--- config.mk ---
export PLATFORM = sky130hd
export DESIGN_NAME = sorted_key_set
export DESIGN_NICKNAME = d
export VERILOG_FILES = /design/src/rtl/sks_pkg.sv /design/src/rtl/sks_cell.sv /design/src/rtl/sorted_key_set.sv
export SDC_FILE = /design/constraint.sdc
export NUM_CORES = 2
export LEC_CHECK = 0
export ABC_AREA = 1
export BUFFER_PORTS_ARGS = -buffer_cell sky130_fd_sc_hd__buf_2
export CAP_MARGIN = 0
export CORE_ASPECT_RATIO = 0.8
export CORE_MARGIN = 3
export CORE_UTILIZATION = 57
export DETAILED_ROUTE_END_ITERATION = 10
export PLACE_DENSITY = 0.75
export SLEW_MARGIN = 10
export SYNTH_ARGS = -nofsm -noshare
export SYNTH_HDL_FRONTEND = slang
export SYNTH_SLANG_ARGS = --single-unit
export TNS_END_PERCENT = 1
--- constraint.sdc ---
create_clock -name clk -period 6.8 [get_ports clk]
set_input_delay 1.36 -clock clk [delete_from_list [all_inputs] [get_ports clk]]
set_output_delay 1.36 -clock clk [all_outputs]
set_load 0.01 [all_outputs]
--- src/rtl/sks_pkg.sv ---
// shared types and constants for the sorted key set
package sks_pkg;

  localparam int DEPTH     = 16;
  localparam int KEY_WIDTH = 32;
  localparam int IDX_W     = $clog2(DEPTH);
  localparam int CNT_W     = 5;
  localparam int CFG_IDX_W = 1;
  localparam int CFG_W     = 5;

  localparam logic [1:0] KIND_INSERT   = 2'd0;
  localparam logic [1:0] KIND_REMOVE   = 2'd1;
  localparam logic [1:0] KIND_CONTAINS = 2'd2;

  localparam logic [CFG_IDX_W-1:0] REG_CAPACITY = 1'd0;
  localparam logic [CFG_IDX_W-1:0] REG_ORDER    = 1'd1;

  typedef struct packed {
    logic [1:0]  kind;
    logic [31:0] key;
  } in_t;

  typedef struct packed {
    logic [4:0] position;
    logic       present;
    logic       changed;
    logic [4:0] count;
    logic       is_full;
    logic       is_empty;
  } out_t;

  typedef struct packed {
    logic                 ins;
    logic                 rem;
    logic                 sgn;
    logic [KEY_WIDTH-1:0] key;
  } cell_ctl_t;

endpackage

--- src/rtl/sks_cell.sv ---
// one compare-and-shift cell holding a single stored key
module sks_cell (
  input  logic                           clk,
  input  logic                           rst_n,
  input  sks_pkg::cell_ctl_t             ctl,
  input  logic [sks_pkg::KEY_WIDTH-1:0]  left_key,
  input  logic                           left_vld,
  input  logic [sks_pkg::KEY_WIDTH-1:0]  right_key,
  input  logic                           right_vld,
  input  logic                           found_i,
  output logic                           found_o,
  output logic                           hit_o,
  output logic                           match_o,
  output logic [sks_pkg::KEY_WIDTH-1:0]  key_o,
  output logic                           vld_o
);
  import sks_pkg::*;

  logic [KEY_WIDTH-1:0] key_r, key_nxt;
  logic                 vld_r, vld_nxt;
  logic [KEY_WIDTH-1:0] flip;
  logic                 lt;
  logic                 ge;

  assign flip    = {ctl.sgn, {(KEY_WIDTH-1){1'b0}}};
  assign lt      = vld_r && ((key_r ^ flip) < (ctl.key ^ flip));
  assign ge      = !lt;
  assign hit_o   = ge && !found_i;
  assign found_o = found_i || ge;
  assign match_o = hit_o && vld_r && (key_r == ctl.key);
  assign key_o   = key_r;
  assign vld_o   = vld_r;

  always_comb begin
    key_nxt = key_r;
    vld_nxt = vld_r;
    if (ctl.ins) begin
      if (found_i) begin
        key_nxt = left_key;
        vld_nxt = left_vld;
      end else if (hit_o) begin
        key_nxt = ctl.key;
        vld_nxt = 1'b1;
      end
    end else if (ctl.rem && found_o) begin
      key_nxt = right_key;
      vld_nxt = right_vld;
    end
  end

  always_ff @(posedge clk) begin
    key_r <= key_nxt;
  end

  always_ff @(posedge clk) begin
    if (!rst_n) begin
      vld_r <= 1'b0;
    end else begin
      vld_r <= vld_nxt;
    end
  end

endmodule

--- src/rtl/sorted_key_set.sv ---
// sorted key set: ordered store of distinct keys with insert, remove and lookup
//
// Requests arrive on in_valid/in_ready with in_data (kind, key); one result per
// request leaves on out_valid/out_ready with out_data. A request is taken into
// an input register and executed when the output register is free: every cell
// of the row compares its key against the request key at once, the lower bound
// is found along the cell chain, and insert or remove shifts the cells by one in
// that same cycle. The result is registered in the output register and shown on
// out_valid; one request per cycle is sustained while out_ready stays high.
// When the receiver stalls, the result waits in the output register, one more
// request waits in the input register, and then in_ready drops until the
// result is taken. Reset empties the set, sets the capacity limit to 16 and
// selects unsigned ordering; it needs no clearing pass. Configuration writes
// through cfg_we/cfg_addr/cfg_wdata take effect at once; the user must make them
// only while no request is in flight, and the block itself does not enforce this.
module sorted_key_set (
  input  logic                            clk,
  input  logic                            rst_n,
  input  logic                            in_valid,
  output logic                            in_ready,
  input  sks_pkg::in_t                    in_data,
  output logic                            out_valid,
  input  logic                            out_ready,
  output sks_pkg::out_t                   out_data,
  input  logic                            cfg_we,
  input  logic [sks_pkg::CFG_IDX_W-1:0]   cfg_addr,
  input  logic [sks_pkg::CFG_W-1:0]       cfg_wdata
);
  import sks_pkg::*;

  in_t              req_r;
  logic             req_vld_r;
  out_t             out_r, out_nxt;
  logic             out_vld_r;
  logic [CNT_W-1:0] count_r, count_nxt;
  logic [CNT_W-1:0] cap_r;
  logic             sgn_r;
  logic             exec;
  logic [CNT_W-1:0] limit;
  logic             room;
  logic             present;
  logic             any_hit;
  logic [CNT_W-1:0] lb;
  logic [1:0]       kind;
  logic             is_ins;
  logic             is_rem;
  cell_ctl_t        ctl;

  logic [KEY_WIDTH-1:0] cell_key [DEPTH];
  logic [DEPTH-1:0]     cell_vld;
  logic [DEPTH-1:0]     cell_hit;
  logic [DEPTH-1:0]     cell_match;
  logic [DEPTH:0]       found;

  assign exec     = req_vld_r && (!out_vld_r || out_ready);
  assign in_ready = !req_vld_r || exec;
  assign kind     = req_r.kind;
  assign limit    = (cap_r > CNT_W'(DEPTH)) ? CNT_W'(DEPTH) : cap_r;
  assign room     = count_r < limit;
  assign present  = |cell_match;
  assign any_hit  = |cell_hit;

  always_comb begin
    is_ins = 1'b0;
    is_rem = 1'b0;
    case (kind)
      KIND_INSERT: is_ins = 1'b1;
      KIND_REMOVE: is_rem = 1'b1;
      default:     ;
    endcase
  end

  assign ctl.ins = exec && is_ins && room && !present;
  assign ctl.rem = exec && is_rem && present;
  assign ctl.sgn = sgn_r;
  assign ctl.key = req_r.key[KEY_WIDTH-1:0];

  assign found[0] = 1'b0;

  for (genvar i = 0; i < DEPTH; i++) begin : g_cell
    logic [KEY_WIDTH-1:0] lk, rk;
    logic                 lv, rv;
    if (i == 0) begin : g_first
      assign lk = '0;
      assign lv = 1'b0;
    end else begin : g_left
      assign lk = cell_key[i-1];
      assign lv = cell_vld[i-1];
    end
    if (i == DEPTH - 1) begin : g_last
      assign rk = '0;
      assign rv = 1'b0;
    end else begin : g_right
      assign rk = cell_key[i+1];
      assign rv = cell_vld[i+1];
    end
    sks_cell u_cell (
      .clk       (clk),
      .rst_n     (rst_n),
      .ctl       (ctl),
      .left_key  (lk),
      .left_vld  (lv),
      .right_key (rk),
      .right_vld (rv),
      .found_i   (found[i]),
      .found_o   (found[i+1]),
      .hit_o     (cell_hit[i]),
      .match_o   (cell_match[i]),
      .key_o     (cell_key[i]),
      .vld_o     (cell_vld[i])
    );
  end

  always_comb begin
    lb = '0;
    for (int i = 0; i < DEPTH; i++) begin
      if (cell_hit[i]) begin
        lb = lb | CNT_W'(i);
      end
    end
    if (!any_hit) begin
      lb = CNT_W'(DEPTH);
    end
  end

  always_comb begin
    count_nxt = count_r;
    if (ctl.ins) begin
      count_nxt = count_r + CNT_W'(1);
    end else if (ctl.rem) begin
      count_nxt = count_r - CNT_W'(1);
    end
  end

  always_comb begin
    out_nxt.position = (is_ins && !room) ? limit : lb;
    out_nxt.present  = present;
    out_nxt.changed  = ctl.ins || ctl.rem;
    out_nxt.count    = count_nxt;
    out_nxt.is_full  = count_nxt >= limit;
    out_nxt.is_empty = count_nxt == '0;
  end

  always_ff @(posedge clk) begin
    if (in_valid && in_ready) begin
      req_r <= in_data;
    end
    if (exec) begin
      out_r <= out_nxt;
    end
  end

  always_ff @(posedge clk) begin
    if (!rst_n) begin
      req_vld_r <= 1'b0;
      out_vld_r <= 1'b0;
      count_r   <= '0;
      cap_r     <= CNT_W'(16);
      sgn_r     <= 1'b0;
    end else begin
      if (in_valid && in_ready) begin
        req_vld_r <= 1'b1;
      end else if (exec) begin
        req_vld_r <= 1'b0;
      end
      if (exec) begin
        out_vld_r <= 1'b1;
      end else if (out_ready) begin
        out_vld_r <= 1'b0;
      end
      count_r <= count_nxt;
      if (cfg_we) begin
        case (cfg_addr)
          REG_CAPACITY: cap_r <= cfg_wdata;
          REG_ORDER:    sgn_r <= cfg_wdata[0];
          default:      ;
        endcase
      end
    end
  end

  assign out_valid = out_vld_r;
  assign out_data  = out_r;

endmodule

==> summary.txt <==
CTS Root Cell -> clkbuf_16
Sequential share of the synthesized area -> 42.1%
Synth Cell Area -> 41300 um^2
Worst slew pin tran -> 1370 ps
Reg2Reg Setup Slack -> 390 ps
Main combinational cell family by area after synthesis -> simple AND/OR/NAND/NOR gates
Pwr/cell area -> 189 nW/um^2
Synth Area in XOR/XNOR -> 0%
Syn Nets -> 5492
Clk_skew -> 37.1 ps
Worst slew margin -> 8.04%
Grt ovf -> 0
DR vias -> 36400
Worst Setup End Kind -> register
Clk pwr share -> 40.3%
PortBufs -> 60
Max cap viols -> 0
Placed Area -> 42800 um^2
Pleak -> 18.7 nW
Post-route DRC -> 0
First-pass iteration count of the detailed router -> 6
Placed insts -> 5792
CTS Sinks -> 589
Cts bufs inserted -> 66
Sequential power share -> 48.6%
Status -> finished clean
Number of global-route vias before repair -> 33600
Setup TNS -> 0 ps
Mux contribution to synthesized area -> 0%
Nets -> 5480
Post-route ant nets -> 0
DP Worst Slack -> 452 ps
IO Pins -> 61
Most frequent cells in the layout -> nand2_1 (1187), nor2_1 (567), edfxtp_1 (560)
Final Hold Vio Count -> 0
Simple-gate share of the synthesized area -> 20.4%
Crit path kind -> register to register
Hold_ws -> 500 ps
Final worst path period need -> 6410 ps
#FFs+latches synth -> 589
Internal cell power -> 0.00628 W
DR vias/cell -> 6.16
Post-synthesis compound-gate area fraction -> 16.6%
Commonest non-fill, non-tap cell in the layout -> nand2_1
Hold path cells -> 2
Die Width -> 307 um
Area Overhead vs Synth -> 8.52%
Pin count of the biggest net entering global routing -> 196
Total global-route track usage -> 31.7%
Final instance area -> 44800 um^2
Starting Density -> 58.1%
EDFF count, synth -> 560
Worst reg2reg path depth -> 32
Adder-cell share of the synthesized area -> 15.3%
Setup violators final -> 0
CP required -> 7180 ps
Cell mode on critical path -> nand2_1
Number of antenna violations at the first check in global routing -> 1
NetSw -> 0.00220 W
Die ar. -> 75800 um^2
Clock latency on the worst-skew pair -> 630 ps
Worst vdd ir -> 0.187 mV
Synth Area per Inst -> 8.36 um^2
RR Startpoint -> ctl[17]
Sw Share -> 25.9%
Number of antenna diodes -> 0
Synth cell types -> 53
Crit-path max FO -> 39
First-pass GRT wire length -> 189000 um
Core area -> 71100 um^2
Std cell rows -> 87
Reg-to-Reg End -> out_data[1]
Min-delay src -> cap_r[0]
Layout cell share with drive strength beyond 1 -> 6.23%
Final Worst Setup Slack -> 388 ps
Gpl congestion -> 0.949
Tcrit/Tclk final -> 94.3%
H-tree levels -> 3
Number of DRC markers in iteration 0 -> 4307
RSZ-0062 raised after global routing -> false
DP Wirelength -> 90800 um
Final WL -> 121000 um
Fillers -> 5946
Ys flop type -> edfxtp_1
CP peak stage delay -> 430 ps
Critical path startpoint category -> register
Max-slew violations -> 0
Synth Instances -> 4941
Worst Hold End -> cap_r[0]
CTS tree -> built
Wire per inst -> 20.6 um
Register area -> 17400 um^2
Synthesis warning total -> 0
Hold WC Path Type -> register to register
Worst Path Arrival -> 6790 ps
Layout Cells excl Fill -> 5910
Clk buf depth -> 3
Multi-input gate area -> 21800 um^2
Fmax -> 156 MHz
Comb pwr share -> 11.1%
Yosys top cell area share -> 40.7%
Clock-pin slew on the worst setup and hold paths -> 60 ps
Slowest cell on crit path -> buf_4
Cell taking the most area after synthesis -> edfxtp_1
Synth async-reset ratio -> 0%
Largest cells by area after synthesis -> edfxtp_1 (41%), ha_1 (15%), nand2_1 (11%)
Die Y -> 247 um
==> cell usage after synthesis, drive strengths merged (29+ instances only) <==
cell type	n
nor4	35
o31ai	182
inv	280
clkinv	31
nand4	88
nor3	37
clkbuf	153
buf	104
edfxtp	560
dfxtp	29
nor2	589
ha	506
nand2	1190
o21ai	617
a21oi	261
nand3	114
o211ai	69
==> layout make-up <==
cell class	instances	share of cell area, %
Multi-Input combinational cell	3785	48.7
Sequential cell	589	38.8
Inverter	311	2.63
Tap cell	934	2.61
Timing Repair Buffer	176	2.90
Clock buffer	88	4.06
Clock inverter	27	0.343
==> flip-flops by register name, indices dropped and copies added, names as in the netlist <==
name / flops
kind: 2
g_cell.u_cell.vld_o: 16
sgn_r: 1
req_vld_r: 1
ctl: 32
cap_r: 5
g_cell.u_cell.key_o: 512
out_valid: 1
count_r: 5
out_data: 14
==> metrics by stage <==
step	util, %	total power (W)
floorplan	-	0.00479
global placement	60.2	0.00507
detailed placement	60.2	0.00511
CTS	63.0	0.00850
global route	63.1	0.00879
finish	63.1	0.00848
==> power by group through the flow <==
| stage | logic (W) | clock network, W | registers [W] |
|---|---|---|---|
| floorplan | 0.000623 | 0 | 0.00417 |
| global placement | 0.000879 | 0 | 0.00419 |
| detailed placement | 0.000914 | 0 | 0.00420 |
| CTS | 0.000920 | 0.00346 | 0.00412 |
| global route | 0.00106 | 0.00360 | 0.00413 |
| finish | 0.000937 | 0.00342 | 0.00412 |
==> layer usage <==
metal	global-route usage (%)	routed length, um	vias up
met2	46.8	50600	1892
met1	47.0	53400	16800
li1	-	-	17500
met5	0	0	-
met4	9.80	3520	0
met3	6.02	13900	193
==> what timing repair did <==
action / CTS / global route
resized for setup: 0 / 6
hold buffers: 0 / 0
endpoints found under the setup margin: 0 / 76
setup buffers: 0 / 2
==> worst max-delay path, delay by kind of cell (launching register included) <==
| kind | cells | cell delay [ps] |
|---|---|---|
| flops | 1 | 320 |
| compound gates | 6 | 1000 |
| fa+ha+maj | 2 | 650 |
| buf+inv | 5 | 1410 |
| simple gates | 19 | 2750 |
==> worst max-delay path by stage <==
| stage | start | slack [ps] | end |
|---|---|---|---|
| finish | ctl[17] | 390 | out_data[1] |
| global route | ctl[17] | 40 | out_data[1] |
| CTS | ctl[18] | 440 | out_data[1] |
| detailed placement | ctl[21] | 450 | out_data[1] |
| global placement | ctl[18] | 580 | g_cell[11].u_cell.key_o[18] |
| floorplan | ctl[25] | 1010 | g_cell[7].u_cell.key_o[0] |
==> cell families after synthesis <==
| family | count (synthesis) |
|---|---|
| AO/OA/AOI/OAI | 1202 |
| adder cells (fa/ha/maj) | 506 |
| buffers and inverters | 568 |
| flip-flops | 589 |
| AND/OR/NAND/NOR | 2076 |
(Power assumes the default switching activity.)
